==> src/hdl/lta_pkg.sv <==
// shared types, constants and the reciprocal table for the time-on-air pipeline
package lta_pkg;

	localparam int LEN_W    = 8;
	localparam int BWC_W    = 2;
	localparam int SF_W     = 4;
	localparam int CR_W     = 3;
	localparam int PRE_W    = 8;
	localparam int CFG_W    = 8;
	localparam int AIR_W    = 28;
	localparam int NUM_W    = 10;
	localparam int RECIP_W  = 14;
	localparam int RECIP_SH = 13;
	localparam int BLK_W    = 10;
	localparam int QTR_W    = 15;

	localparam logic [BWC_W-1:0] BWC_RESET = 2'd0;
	localparam logic [SF_W-1:0]  SF_RESET  = 4'd7;
	localparam logic [CR_W-1:0]  CR_RESET  = 3'd1;
	localparam logic [PRE_W-1:0] PRE_RESET = 8'd8;

	localparam logic [BWC_W-1:0] BWC_INVALID = 2'd3;

	typedef enum logic [1:0] {
		REG_BANDWIDTH = 2'd0,
		REG_SPREADING = 2'd1,
		REG_CODING    = 2'd2,
		REG_PREAMBLE  = 2'd3
	} reg_index_t;

	typedef struct packed {
		logic [BWC_W-1:0] bandwidth_code;
		logic [SF_W-1:0]  spreading_factor;
		logic [CR_W-1:0]  coding_rate;
		logic [PRE_W-1:0] preamble_length;
	} cfg_t;

	typedef struct packed {
		logic [BLK_W-1:0] blocks;
		logic             err;
	} quot_t;

	// ceil(2^13 / sf)
	function automatic logic [RECIP_W-1:0] recip(input logic [SF_W-1:0] sf);
		logic [RECIP_W-1:0] r;
		case (sf)
			4'd1:    r = 14'd8192;
			4'd2:    r = 14'd4096;
			4'd3:    r = 14'd2731;
			4'd4:    r = 14'd2048;
			4'd5:    r = 14'd1639;
			4'd6:    r = 14'd1366;
			4'd7:    r = 14'd1171;
			4'd8:    r = 14'd1024;
			4'd9:    r = 14'd911;
			4'd10:   r = 14'd820;
			4'd11:   r = 14'd745;
			4'd12:   r = 14'd683;
			4'd13:   r = 14'd631;
			4'd14:   r = 14'd586;
			4'd15:   r = 14'd547;
			default: r = 14'd0;
		endcase
		return r;
	endfunction

endpackage

==> src/hdl/lta_quot.sv <==
// stages 1 and 2: payload block count by reciprocal multiply
module lta_quot (
	input  logic                      clk,
	input  logic                      arst_n,
	input  logic                      up_valid,
	output logic                      up_ready,
	input  logic [lta_pkg::LEN_W-1:0] payload_length,
	input  lta_pkg::cfg_t             cfg,
	output logic                      down_valid,
	input  logic                      down_ready,
	output lta_pkg::quot_t            down_data
);
	import lta_pkg::*;

	logic                 v_s1, v_s2;
	logic [NUM_W-1:0]     num_s1;
	logic [RECIP_W-1:0]   recip_s1;
	logic                 err_s1;
	quot_t                data_s2;
	logic                 rdy_s1, rdy_s2;
	logic [NUM_W+RECIP_W-1:0] prod;

	assign rdy_s2   = !v_s2 || down_ready;
	assign rdy_s1   = !v_s1 || rdy_s2;
	assign up_ready = rdy_s1;

	// floor((2*len + 5) / sf) equals the ceil term, zero when the numerator is not positive
	assign prod = num_s1 * recip_s1;

	always_ff @(posedge clk or negedge arst_n) begin
		if (!arst_n) begin
			v_s1 <= 1'b0;
			v_s2 <= 1'b0;
		end else begin
			if (rdy_s1) v_s1 <= up_valid;
			if (rdy_s2) v_s2 <= v_s1;
		end
	end

	always_ff @(posedge clk) begin
		if (rdy_s1 && up_valid) begin
			num_s1   <= {1'b0, payload_length, 1'b0} + NUM_W'(5);
			recip_s1 <= recip(cfg.spreading_factor);
			err_s1   <= (cfg.bandwidth_code == BWC_INVALID) ||
			            (cfg.spreading_factor == '0);
		end
		if (rdy_s2 && v_s1) begin
			data_s2.blocks <= prod[RECIP_SH +: BLK_W];
			data_s2.err    <= err_s1;
		end
	end

	assign down_valid = v_s2;
	assign down_data  = data_s2;

endmodule

==> src/hdl/lta_time.sv <==
// stages 3 and 4: quarter-symbol count and scaling to microseconds
module lta_time (
	input  logic                      clk,
	input  logic                      arst_n,
	input  logic                      up_valid,
	output logic                      up_ready,
	input  lta_pkg::quot_t            up_data,
	input  lta_pkg::cfg_t             cfg,
	output logic                      out_valid,
	input  logic                      out_stall,
	output logic [lta_pkg::AIR_W-1:0] airtime_us,
	output logic                      config_error
);
	import lta_pkg::*;

	localparam int PROD_W = BLK_W + CR_W + 1;
	localparam int SH_W   = QTR_W + (1 << SF_W);

	logic                 v_s3, v_s4;
	logic [QTR_W-1:0]     qtr_s3;
	logic                 err_s3;
	logic [AIR_W-1:0]     air_s4;
	logic                 err_s4;
	logic                 rdy_s3, rdy_s4;
	logic [PROD_W-1:0]    sym_prod;
	logic [QTR_W-1:0]     qtr;
	logic [SH_W-1:0]      shifted;
	logic [SH_W-1:0]      scaled;

	assign rdy_s4   = !v_s4 || !out_stall;
	assign rdy_s3   = !v_s3 || rdy_s4;
	assign up_ready = rdy_s3;

	// 4*pre + 17 + 4*(8 + blocks*(cr+4))
	assign sym_prod = up_data.blocks * ({1'b0, cfg.coding_rate} + (CR_W+1)'(4));
	assign qtr      = QTR_W'({cfg.preamble_length, 2'b00}) + QTR_W'(49) +
	                  QTR_W'({sym_prod, 2'b00});

	assign shifted = SH_W'(qtr_s3) << ({1'b0, cfg.spreading_factor} + (SF_W+1)'(1));
	assign scaled  = shifted >> cfg.bandwidth_code;

	always_ff @(posedge clk or negedge arst_n) begin
		if (!arst_n) begin
			v_s3 <= 1'b0;
			v_s4 <= 1'b0;
		end else begin
			if (rdy_s3) v_s3 <= up_valid;
			if (rdy_s4) v_s4 <= v_s3;
		end
	end

	always_ff @(posedge clk) begin
		if (rdy_s3 && up_valid) begin
			qtr_s3 <= qtr;
			err_s3 <= up_data.err;
		end
		if (rdy_s4 && v_s3) begin
			air_s4 <= err_s3 ? '0 : scaled[AIR_W-1:0];
			err_s4 <= err_s3;
		end
	end

	assign out_valid    = v_s4;
	assign airtime_us   = air_s4;
	assign config_error = err_s4;

endmodule

==> src/hdl/lora_time_on_air.sv <==
// top level: configuration registers and the four-stage time-on-air pipeline
// A transaction on the input carries one payload length; the result (time on air in
// microseconds and the configuration error flag) is registered through stages 1 to 4.
// The pipeline takes one transaction every cycle unless the input stalls; it stalls only
// while the output is stalled and every stage is full. The block count uses a
// reciprocal table and one 10x14 multiplier in stage 2, the symbol count a small
// multiply in stage 3 and the scaling a barrel shift in stage 4. Configuration
// registers are written with cfg_write and are to be changed only while the pipeline
// is empty.
module lora_time_on_air (
	input  logic                      clk,
	input  logic                      arst_n,
	input  logic                      cfg_write,
	input  logic [1:0]                cfg_index,
	input  logic [lta_pkg::CFG_W-1:0] cfg_data,
	input  logic                      in_valid,
	output logic                      in_stall,
	input  logic [lta_pkg::LEN_W-1:0] payload_length,
	output logic                      out_valid,
	input  logic                      out_stall,
	output logic [lta_pkg::AIR_W-1:0] airtime_us,
	output logic                      config_error
);
	import lta_pkg::*;

	cfg_t  cfg_q;
	logic  in_ready;
	logic  mid_valid, mid_ready;
	quot_t mid_data;

	always_ff @(posedge clk or negedge arst_n) begin
		if (!arst_n) begin
			cfg_q.bandwidth_code   <= BWC_RESET;
			cfg_q.spreading_factor <= SF_RESET;
			cfg_q.coding_rate      <= CR_RESET;
			cfg_q.preamble_length  <= PRE_RESET;
		end else if (cfg_write) begin
			case (reg_index_t'(cfg_index))
				REG_BANDWIDTH: cfg_q.bandwidth_code   <= cfg_data[BWC_W-1:0];
				REG_SPREADING: cfg_q.spreading_factor <= cfg_data[SF_W-1:0];
				REG_CODING:    cfg_q.coding_rate      <= cfg_data[CR_W-1:0];
				REG_PREAMBLE:  cfg_q.preamble_length  <= cfg_data[PRE_W-1:0];
				default: ;
			endcase
		end
	end

	lta_quot u_quot (
		.clk            (clk),
		.arst_n         (arst_n),
		.up_valid       (in_valid),
		.up_ready       (in_ready),
		.payload_length (payload_length),
		.cfg            (cfg_q),
		.down_valid     (mid_valid),
		.down_ready     (mid_ready),
		.down_data      (mid_data)
	);

	lta_time u_time (
		.clk          (clk),
		.arst_n       (arst_n),
		.up_valid     (mid_valid),
		.up_ready     (mid_ready),
		.up_data      (mid_data),
		.cfg          (cfg_q),
		.out_valid    (out_valid),
		.out_stall    (out_stall),
		.airtime_us   (airtime_us),
		.config_error (config_error)
	);

	assign in_stall = !in_ready;

	// input backs up only when the output is held
	a_stall_cause: assert property (@(posedge clk) disable iff (!arst_n)
		in_stall |-> (out_valid && out_stall))
		else $error("input stalled while output free");

	a_err_zero: assert property (@(posedge clk) disable iff (!arst_n)
		(out_valid && config_error) |-> (airtime_us == '0))
		else $error("nonzero time with config error");

	a_ok_nonzero: assert property (@(posedge clk) disable iff (!arst_n)
		(out_valid && !config_error) |-> (airtime_us != '0))
		else $error("zero time on valid config");

	// a free output never stalls the input
	a_drain: assert property (@(posedge clk) disable iff (!arst_n)
		!out_stall |-> !in_stall)
		else $error("stall without downstream backpressure");

endmodule
==> config.mk <==
export PLATFORM = sky130hd
export DESIGN_NAME = lora_time_on_air
export DESIGN_NICKNAME = d
export VERILOG_FILES = /design/src/hdl/lta_pkg.sv /design/src/hdl/lta_quot.sv /design/src/hdl/lta_time.sv /design/src/hdl/lora_time_on_air.sv
export SDC_FILE = /design/constraint.sdc
export NUM_CORES = 1
export LEC_CHECK = 0
export ABC_AREA = 1
export ABC_CLOCK_PERIOD_IN_PS = 10530
export BUFFER_PORTS_ARGS = -buffer_cell sky130_fd_sc_hd__buf_2
export CORE_MARGIN = 4
export CORE_UTILIZATION = 30
export CTS_BUF_LIST = sky130_fd_sc_hd__clkbuf_4
export CTS_CLUSTER_SIZE = 16
export DETAILED_ROUTE_END_ITERATION = 7
export HOLD_SLACK_MARGIN = 0.08
export PLACE_DENSITY = 0.49
export SYNTH_ARGS = -nofsm -noshare
export SYNTH_HDL_FRONTEND = slang
export SYNTH_HIERARCHICAL = 1
export SYNTH_SLANG_ARGS = --single-unit
==> constraint.sdc <==
create_clock -name clk -period 10.53 [get_ports clk]
set_clock_uncertainty 0.05 [all_clocks]
set_input_delay 0.5265 -clock clk [delete_from_list [all_inputs] [get_ports clk]]
set_output_delay 0.5265 -clock clk [all_outputs]
set_load 0.05 [all_outputs]
==> results.md, run 1 <==
- Status: finished clean
- # fillers: 4184
- RSZ-0062 raised after global routing: false
- Kind of start point of the critical path: flop
- Post-synthesis net count: 1771
- Routed len/inst: 14.4 um
- Worst hold start: in_valid
- Post-layout util: 32.5%
- Largest cells by area after synthesis: edfxtp_1, fa_1, nand2_1
- WHS Path Cells: 3
- Synth Area in Compound Gates: 5.98%
- F_max: 192 MHz
- Post-synthesis sequential area ratio: 24.3%
- Worst EP required: 10770 ps
- Top-area cell type share of the netlist area: 19.8%
- Clock Latency Late Sink: 540 ps
- Pre-CTS setup slack: 5370 ps
- Clock Sinks: 99
- Max-slew violation count: 0
- Max Cap Viol: 0
- Detail Route Antenna Nets: 0
- Crit Path Class: reg2reg
- Main combinational cell family by area after synthesis: adder cells
- Pin count of the biggest net entering global routing: 33
- Final Worst Setup Slack: 5320 ps
- GP Congestion: 0.908
- Crit. End Element: flop
- Resize count post-CTS: 0
- Fraction of synthesized area in multiplexers: 0.191%
- Syn Inst Count: 1545
- Hpwl dp: 24.7 mm
- Critical Path Source: u_quot/num_s1[9]$_DFFE_PP_
- Post-Synth Adder-Cell Area: 27.9%
- Post-synth cell types: 55
- Slew headroom: 27.1%
- # DRC: 0
- Total Wirelength: 29.8 mm
- Synth Area in XOR/XNOR: 2.15%
- Final setup vio count: 0
- Ys flop type: edfxtp_1
- Critical path arrival: 5460 ps
- First-pass GRT wire length: 49.7 mm
- CTS Buf Count: 9
- CTS root buffer: clkbuf_4
- Share of cells above drive strength 1: 7.50%
- FF+latch count, synth: 99
- Vias: 9726
- Worst flop-to-flop path endpoint: u_quot/down_data[8]$_DFFE_PP_
- Mapped Area: 0.0118 sq mm
- Final Hold Vio Count: 0
- IO Count: 54
- Worst hold endpoint: u_quot/v_s1$_DFFE_PN0N_
- Core Footprint: 0.0388 sq mm
- Initial antenna violation count: 1
- Syn_area_per_cell: 7.65 sq um
- HP Class: in2reg
- Vias in the first global route: 9922
- Post-synthesis simple-gate area fraction: 26.5%
- Max Root-Sink Buffers: 2
- Worst-Margin Slew: 1090 ps
- Depth of the most critical reg-to-reg path: 19
- Area Growth Syn to Fin: 6.73%
- GR Util All Layers: 14.5%
- Die ar.: 0.0426 sq mm
- Die Height: 206 um
- Starting density of the core: 30.4%
- Min Tclk post-route: 5210 ps
- CP Max Fanout: 14
- R2r startpoint: u_quot/num_s1[9]$_DFFE_PP_
- Net count, final: 1780
- FFs w/ async S/R, synth: 21.2%
- Drt via density: 4.68
- Reg-to-reg slack, setup: 5320 ps
- Count leader, synth: nand2_1
- Fin crit share: 49.5%
- Synth Warn #: 6
- CTS tree: yes
- Setup TNS: 0 ps
- DRT Pass-1 Iters: 5
- Post-synth EDFFs: 78
- Die Wd: 206 um
- Top cells by count, synth: nand2_1, inv_1, nand3_1
- Total gr overflow: 0
- H-tree levels: 3
- Port bufs: 53
- Worst-path clk slew: 190 ps
- Site row count: 72
- DRT iter0 DRCs: 496
- Area leader, netlist: edfxtp_1
## through the flow
| step | hold slack [ps] | cells | cell area (sq um) |
|---|---|---|---|
| after floorplan | 181 | 1545 | 11800 |
| after global placement | 358 | 2059 | 12400 |
| after detailed placement | 361 | 2059 | 12400 |
| after CTS | 141 | 2077 | 12600 |
| after global routing | 162 | 2078 | 12600 |
| final | 188 | 2078 | 12600 |
## cells by family after synthesis
group                    count (synthesis)
adder cells (fa/ha/maj)                203
AND/OR/NAND/NOR                        709
buffers and inverters                  379
AO/OA/AOI/OAI                          124
multiplexers                             2
XOR/XNOR                                29
flip-flops                              99
## layer usage
metal / vias to the layer above / GRT usage [%] / share of wire, %
li1: 4894 / - / -
met1: 4639 / 18.2 / 44
met2: 162 / 26.4 / 50
met3: 31 / 1.74 / 3.6
met4: 0 / 3.85 / 1.9
met5: - / 0 / 0
## cells in the final DEF (no fill, tap or decap), types with 8 or more instances in the layout
cell type / n
edfxtp_1: 78
nor2_1: 61
nand3_2: 12
buf_2: 53
xnor2_1: 11
inv_1: 310
nand3_1: 164
dfrtp_1: 16
nand2_2: 8
fa_1: 101
o21ai_0: 34
a21oi_1: 57
xor2_1: 18
nor3_1: 10
nand4_1: 33
ha_1: 102
nand2_1: 408
clkbuf_4: 10
## critical path, stage by stage (launching register included)
cell	delay, ps
edfxtp_1	660
nand2_1	130
inv_1	60
fa_1	530
inv_1	50
fa_1	550
inv_1	60
fa_1	500
fa_1	540
inv_1	50
fa_1	490
inv_1	40
ha_1	400
nand2_1	110
inv_1	120
nand2_1	80
nor2_1	160
nand4_1	190
nand4_1	130
nand2_1	50
## flip-flops by register name (all words and copies together) (netlist names)
register	flops
u_quot/recip_s1	14
u_quot/err_s1	1
u_quot/down_data	11
u_time/config_error	1
u_time/err_s3	1
u_quot/v_s1	1
u_time/qtr_s3	13
u_time/airtime_us	28
cfg_q	17
u_time/out_valid	1
u_quot/num_s1	9
u_time/v_s3	1
u_quot/down_valid	1
## worst max-delay path by stage
stage,to,depth (start not counted)
CTS,u_quot/down_data[7]$_DFFE_PP_,17
floorplan,u_quot/down_data[2]$_DFFE_PP_,18
finish,u_quot/down_data[8]$_DFFE_PP_,19
detailed placement,u_quot/down_data[7]$_DFFE_PP_,17
global route,u_quot/down_data[8]$_DFFE_PP_,19
global placement,u_quot/down_data[7]$_DFFE_PP_,17
## layout make-up
cell class | instances | area (sq um) | area share, %
Tap cell | 518 | 648 | 5.14
Clock buffer | 10 | 75.1 | 0.595
Timing Repair Buffer | 58 | 308 | 2.44
Multi-Input combinational cell | 1067 | 7410 | 58.8
Sequential cell | 99 | 2870 | 22.8
Inverter | 319 | 1200 | 9.55
Clock inverter | 6 | 88.8 | 0.704
Antenna cell | 1 | 2.50 | 0.0198
## repair_timing
| action | in CTS | in global routing |
|---|---|---|
| endpoints found under the setup margin | 0 | 0 |
| setup buffers | 0 | 0 |
| hold endpoints to repair | 17 | 0 |
| hold buffers | 2 | 0 |
Power of run 1 is not shown: default switching activity piles up to over one toggle a cycle in this logic, so the estimate is an artifact.
==> run 2, diff against run 1 <==
Settings changed: ABC_CLOCK_PERIOD_IN_PS 10530 to 4400, PLACE_DENSITY 0.49 to 0.5.
Clock period 10.53 ns to 4.4 ns, I/O delays scaled along.
==> run 2 against run 1 <==
Effect of this change: the run now ends with negative setup slack left; sequential share of layout area shrank 2.4 points; critical endpoint is now u_quot/down_data[10]$_DFFE_PP_; register-to-register slack lost 5600 ps; highest routed layer is now met5; first-iteration DRC count shrank 9.7%; critical path type unchanged; largest cell class unchanged; final cell count grew 5.9%; flip-flop and latch count is the same; non-clock buffer count grew 119; global-route usage grew 0.52 points; setup slack lost 5600 ps; utilization grew 3.9 points; via count grew 4.6%; critical path depth grew 2.
==> results.md, run 2 (synthesis results as in run 1) <==
- Core Footprint: 0.0388 sq mm (unchanged)
- Max stage delay on crit path: 530 ps (-130 ps)
- RSZ-0062 raised after global routing: true
- Footprint of the multi-input gates: 0.00783 sq mm (+5.6%)
- Setup TNS: -2250 ps (-2250 ps)
- Crit. End Element: flop
- IO Count: 54 (unchanged)
- Leading cell type in the layout, fill and taps excluded: nand2_1
- Final Hold Vio Count: 0 (unchanged)
- Area Growth Syn to Fin: 19.4%
- Routed len/inst: 14.0 um (-2.8%)
- H-tree levels: 3 (unchanged)
- Crit Path Class: reg2reg
- Die Height: 206 um (unchanged)
- CTS Buf Count: 9 (unchanged)
- F_max: 214 MHz (+11%)
- Critical path arrival: 4960 ps (-500 ps)
- HP Class: in2async
- Clock Sinks: 99 (unchanged)
- Pin count of the biggest net entering global routing: 33 (unchanged)
- Min Tclk post-route: 4680 ps (-529 ps)
- Fin crit share: 106% (+57 points)
- WL met1: 14.0 mm (+5.3%)
- Area after DPL: 0.0132 sq mm (+6.2%)
- Site row count: 72 (unchanged)
- Initial antenna violation count: 4 (+3)
- Total Wirelength: 30.7 mm (+2.9%)
- Crit-path leading delay family: adder cells
- CP Max Fanout: 5 (-9)
- Max-slew violation count: 0 (unchanged)
- Pre-CTS setup slack: -403 ps (-5770 ps)
- Drt via density: 4.63 (-1.2%)
- Hpwl dp: 24.9 mm (+0.70%)
- Total gr overflow: 0 (unchanged)
- CTS tree: yes
- Starting density of the core: 30.4% (unchanged)
- Slew headroom: 20.0% (-7.0 points)
- Vias: 10177 (+4.6%)
- Final setup vio count: 10 (+10)
- Register area: 0.00287 sq mm (unchanged)
- Worst EP required: 4670 ps (-6100 ps)
- Vias in the first global route: 10404 (+4.9%)
- Max Root-Sink Buffers: 2 (unchanged)
- Failing checks: negative setup slack
- Post-route cell area: 0.0141 sq mm (+12%)
- Most frequent CP cell: fa_1
- Max Cap Viol: 0 (unchanged)
- Max reg flops: 28 (unchanged)
- Worst-Margin Slew: 1200 ps (+105 ps)
- Kind of start point of the critical path: flop
- Detail Route Antenna Nets: 0 (unchanged)
- Uppermost layer routed: met5
- GR Util All Layers: 15.1% (+0.52 points)
- Final Worst Setup Slack: -283 ps (-5600 ps)
- Worst-path clk slew: 180 ps (about the same)
- Slowest cell on the critical path: fa_1
- Net count, final: 1899 (+6.7%)
- CTS root buffer: clkbuf_4
- GP Congestion: 0.876 (-3.5%)
- Met3 wire len: 1.10 mm (+1.8%)
- Most frequent cells in the layout: nand2_1, inv_1, nand3_1, fa_1, ha_1
- # fillers: 4048 (-3.3%)
- Die Wd: 206 um (unchanged)
- Clock Latency Late Sink: 540 ps (about the same)
- Met2 wire length: 14.8 mm (-1.1%)
- Status: finished with violations
- First-pass GRT wire length: 51.5 mm (+3.6%)
- Critical-path cell list: buf_6, buf_12, nand2_4, inv_2, fa_1, inv_1, fa_1, inv_1, fa_1, fa_1, inv_1, fa_1, inv_2, ha_4, a21oi_4, a21boi_4, o21ai_4, nand2_1, nand3b_1, nand2_1, nand2_1
- CP bufs+invs: 7 (+1)
- DRT iter0 DRCs: 448 (-9.7%)
- Port bufs: 53 (unchanged)
- Hold_ws: 136 ps (-51.7 ps)
- Die ar.: 0.0426 sq mm (unchanged)
- Share of cells above drive strength 1: 16.3% (+8.8 points)
- DRT Pass-1 Iters: 5 (unchanged)
- # DRC: 0 (unchanged)
run 2: changes by cell type in the layout (fill, tap and decap cells not counted), moves of 11 or more:
cell           delta
inv_1            -11
buf_4            +71
a21oi_1          -11
dlygate4sd3_1    +33
nand2_1          -17
ha_1             -11
run 2: through the flow:
| stage | utilization, % | std cells |
|---|---|---|
| 3_5_place_dp | 34.0 | 2130 |
| 3_3_place_gp | 34.0 | 2130 |
| 6_report | 36.3 | 2200 |
| 5_1_grt | 36.3 | 2199 |
| 2_1_floorplan | - | 1545 |
| 4_1_cts | 36.0 | 2193 |
run 2: worst paths after layout:
| check | startpoint | endpoint | slack, ps | depth (start not counted) |
|---|---|---|---|---|
| worst max-delay path | u_quot/recip_s1[4]$_DFFE_PP_ | u_quot/down_data[10]$_DFFE_PP_ | -280 | 21 |
| worst min-delay path | arst_n | u_quot/v_s1$_DFFE_PN0N_ | 140 | 2 |
| worst max register to register | u_quot/recip_s1[4]$_DFFE_PP_ | u_quot/down_data[10]$_DFFE_PP_ | -280 | 21 |
| worst min register to register | u_quot/err_s1$_DFFE_PP_ | u_quot/down_data[0]$_DFFE_PP_ | 370 | 0 |
| max in group asynchronous | arst_n | cfg_q[13]$_DFFE_PN1P_ | 3770 | 2 |
| min in group clk | payload_length[0] | u_quot/num_s1[1]$_DFFE_PP_ | 320 | 2 |
run 2: layout make-up:
| class | instances | share of cell area [%] |
|---|---|---|
| inverter | 319 | 8.56 |
| tap | 518 | 4.59 |
| antenna | 4 | 0.0709 |
| multi-input combinational | 1067 | 55.5 |
| clock inverter | 5 | 0.443 |
| clock buffer | 11 | 0.585 |
| sequential | 99 | 20.4 |
| timing repair buffer | 177 | 9.90 |
run 2: metal layers:
metal	vias to the layer above	global-route usage (%)
li1	5127	-
met5	-	0
met2	200	26.2
met3	48	1.95
met4	2	5.20
met1	4800	19.2
run 2: timing repair:
| item | 4_1_cts | 5_1_grt |
|---|---|---|
| hold buffers | 35 | 0 |
| resized for setup | 43 | 26 |
| setup endpoints to repair | 10 | 14 |
| pin swaps | 18 | 23 |
| setup buffers | 12 | 3 |
| endpoints found under the hold margin | 56 | 0 |
Power of run 2 is left out for the same reason.
==> run 3, diff against run 2 <==
==> constraint.sdc (replaced) <==
create_clock -name clk -period 4.4 [get_ports clk]
set_clock_uncertainty 0.05 [all_clocks]
set_input_delay 0.88 -clock clk [delete_from_list [all_inputs] [get_ports clk]]
set_output_delay 0.88 -clock clk [all_outputs]
set_load 0.05 [all_outputs]
==> run 3 against run 2 <==
Effect of this change: global-route usage is 0.35 points lower; register-to-register slack is essentially flat; sequential share of layout area rose by 0.43 points; critical path depth is 2 lower; count of clock-buffer cells in the layout decreased by 2; hold slack gained 89 ps; non-clock buffer count shrank 31; setup slack improved by 2.6 ps; cell area shrank 2.0%; first-iteration DRC count up 1.3%; critical path type unchanged; flip-flop and latch count stayed put; critical endpoint is now u_quot/down_data[4]$_DFFE_PP_; utilization down 0.72 points; the run still ends with negative setup slack left.
==> results.md, run 3 (synthesis results as in run 1) <==
- CTS Buf Count: 9 (unchanged)
- Max Cap Viol: 0 (unchanged)
- Area Growth Syn to Fin: 17.0%
- Die ar.: 0.0426 sq mm (unchanged)
- Leading cell type in the layout, fill and taps excluded: nand2_1
- RSZ-0062 raised after global routing: true
- GP Congestion: 0.880 (+0.37%)
- Critical path arrival: 4950 ps (about the same)
- Worst-Margin Slew: 1010 ps (-193 ps)
- Max reg flops: 28 (unchanged)
- Crit. End Element: flop
- GR Util All Layers: 14.7% (-0.35 points)
- Min Tclk post-route: 4680 ps (-2.59 ps)
- WL met1: 13.6 mm (-2.4%)
- Hpwl dp: 24.7 mm (-0.61%)
- Clock Latency Late Sink: 540 ps (about the same)
- Worst flop-to-flop path endpoint: u_quot/down_data[4]$_DFFE_PP_
- Post-layout util: 35.6% (-0.72 points)
- Die Height: 206 um (unchanged)
- CP Max Fanout: 4 (-1)
- Max Root-Sink Buffers: 2 (unchanged)
- Vias: 10094 (-0.82%)
- Fin crit share: 106% (about the same)
- Most frequent cells in the layout: nand2_1, inv_1, nand3_1, fa_1, ha_1
- Pin count of the biggest net entering global routing: 33 (unchanged)
- Crit Path Class: reg2reg
- Total Wirelength: 30.3 mm (-1.2%)
- Clock Sinks: 99 (unchanged)
- Placed Instances: 2131 (+0.047%)
- Port bufs: 53 (unchanged)
- Final setup vio count: 10 (unchanged)
- Met2 wire length: 14.7 mm (-0.41%)
- Status: finished with violations
- Max-slew violation count: 0 (unchanged)
- Pre-CTS setup slack: -442 ps (-39.5 ps)
- DRT Pass-1 Iters: 7 (+2)
- F_max: 214 MHz (about the same)
- Depth of the most critical reg-to-reg path: 19 (-9.5%)
- H-tree levels: 3 (unchanged)
- Non-Filler Instances: 2166 (-1.5%)
- Detail Route Antenna Nets: 0 (unchanged)
- CTS root buffer: clkbuf_4
- HP Class: in2async
- Site row count: 72 (unchanged)
- DRT iter0 DRCs: 454 (+1.3%)
- Routed len/inst: 14.0 um (+0.32%)
- R2r startpoint: u_quot/recip_s1[4]$_DFFE_PP_
- IO Count: 54 (unchanged)
- Slew headroom: 33.0% (+13 points)
- Vias in the first global route: 10039 (-3.5%)
- Total gr overflow: 0 (unchanged)
- Net count, final: 1868 (-1.6%)
- Initial antenna violation count: 3 (-1)
- Share of cells above drive strength 1: 17.9% (+1.5 points)
- Hold buffer count at cts: 0 (-100%)
- First-pass GRT wire length: 50.3 mm (-2.3%)
- Drt via density: 4.66 (+0.74%)
- Area after DPL: 0.0132 sq mm (about the same)
- Uppermost layer routed: met5
- Met3 wire len: 1.30 mm (+18%)
- Core Footprint: 0.0388 sq mm (unchanged)
- Worst EP required: 4670 ps (about the same)
- Reg-to-reg slack, setup: -280 ps (about the same)
- Post-route cell area: 0.0138 sq mm (-2.0%)
- Final Hold Vio Count: 0 (unchanged)
- Worst-path clk slew: 190 ps (about the same)
- # DRC: 0 (unchanged)
- Starting density of the core: 30.4% (unchanged)
- Final Worst Setup Slack: -281 ps (+2.59 ps)
- CTS tree: yes
- Die Wd: 206 um (unchanged)
- Kind of start point of the critical path: flop
- Failing checks: negative setup slack
run 3: cell count changes in the layout (fill, tap and decap cells not counted), sizes merged:
cell         change
clkinv           -1
clkbuf           -1
dlygate4sd3     -35
clkinvlp         +1
buf              +3
diode            -3
inv              +2
run 3: how the worst max path moves through the flow:
stage	cells after the start	slack [ps]	end	startpoint
floorplan	20	-70	u_quot/down_data[10]$_DFFE_PP_	u_quot/num_s1[4]$_DFFE_PP_
global placement	18	-420	u_quot/down_data[6]$_DFFE_PP_	u_quot/num_s1[2]$_DFFE_PP_
detailed placement	18	-440	u_quot/down_data[6]$_DFFE_PP_	u_quot/num_s1[2]$_DFFE_PP_
CTS	21	-260	u_quot/down_data[10]$_DFFE_PP_	u_quot/recip_s1[4]$_DFFE_PP_
global route	19	-450	u_quot/down_data[7]$_DFFE_PP_	u_quot/recip_s1[4]$_DFFE_PP_
finish	19	-280	u_quot/down_data[4]$_DFFE_PP_	u_quot/recip_s1[4]$_DFFE_PP_
run 3: through the flow:
step / hold WS, ps / setup TNS, ps
6_report: 225 / -2090
2_1_floorplan: 350 / -302
3_3_place_gp: 354 / -3460
3_5_place_dp: 363 / -3630
5_1_grt: 205 / -3810
4_1_cts: 182 / -2210
run 3: repair_timing:
action	CTS	global route
cloned	0	0
pin swaps	9	21
setup endpoints to repair	10	15
buffers inserted	13	5
resized for setup	27	59
run 3: routing by layer:
layer | global-route usage, % | vias up
li1 | - | 5075
met1 | 18.9 | 4785
met2 | 25.5 | 189
met3 | 2.32 | 41
met4 | 4.25 | 4
met5 | 0 | -
run 3: critical path: stages, from the launching register on:
cell      delay [ps]
edfxtp_1         420
buf_6            150
buf_12           120
nand2_4           50
inv_2             30
fa_1             490
fa_1             590
fa_1             440
fa_1             510
inv_1             50
fa_1             480
inv_2             50
ha_4             240
a21o_1           200
a31oi_2          190
nor2_1            70
nor2_1           130
nand2_1           70
nand2_1           60
nand2_1           50
run 3: cell type report:
class | count | area [sq um]
well taps | 518 | 648
fillers | 4099 | 25000
repair buffers | 146 | 1070
diodes | 1 | 2.50
multi-input cells | 1067 | 7880
clock buffers | 9 | 67.6
inverters | 319 | 1200
clock inverters | 7 | 81.3
flip-flops and latches | 99 | 2880
Power of run 3 is left out for the same reason.
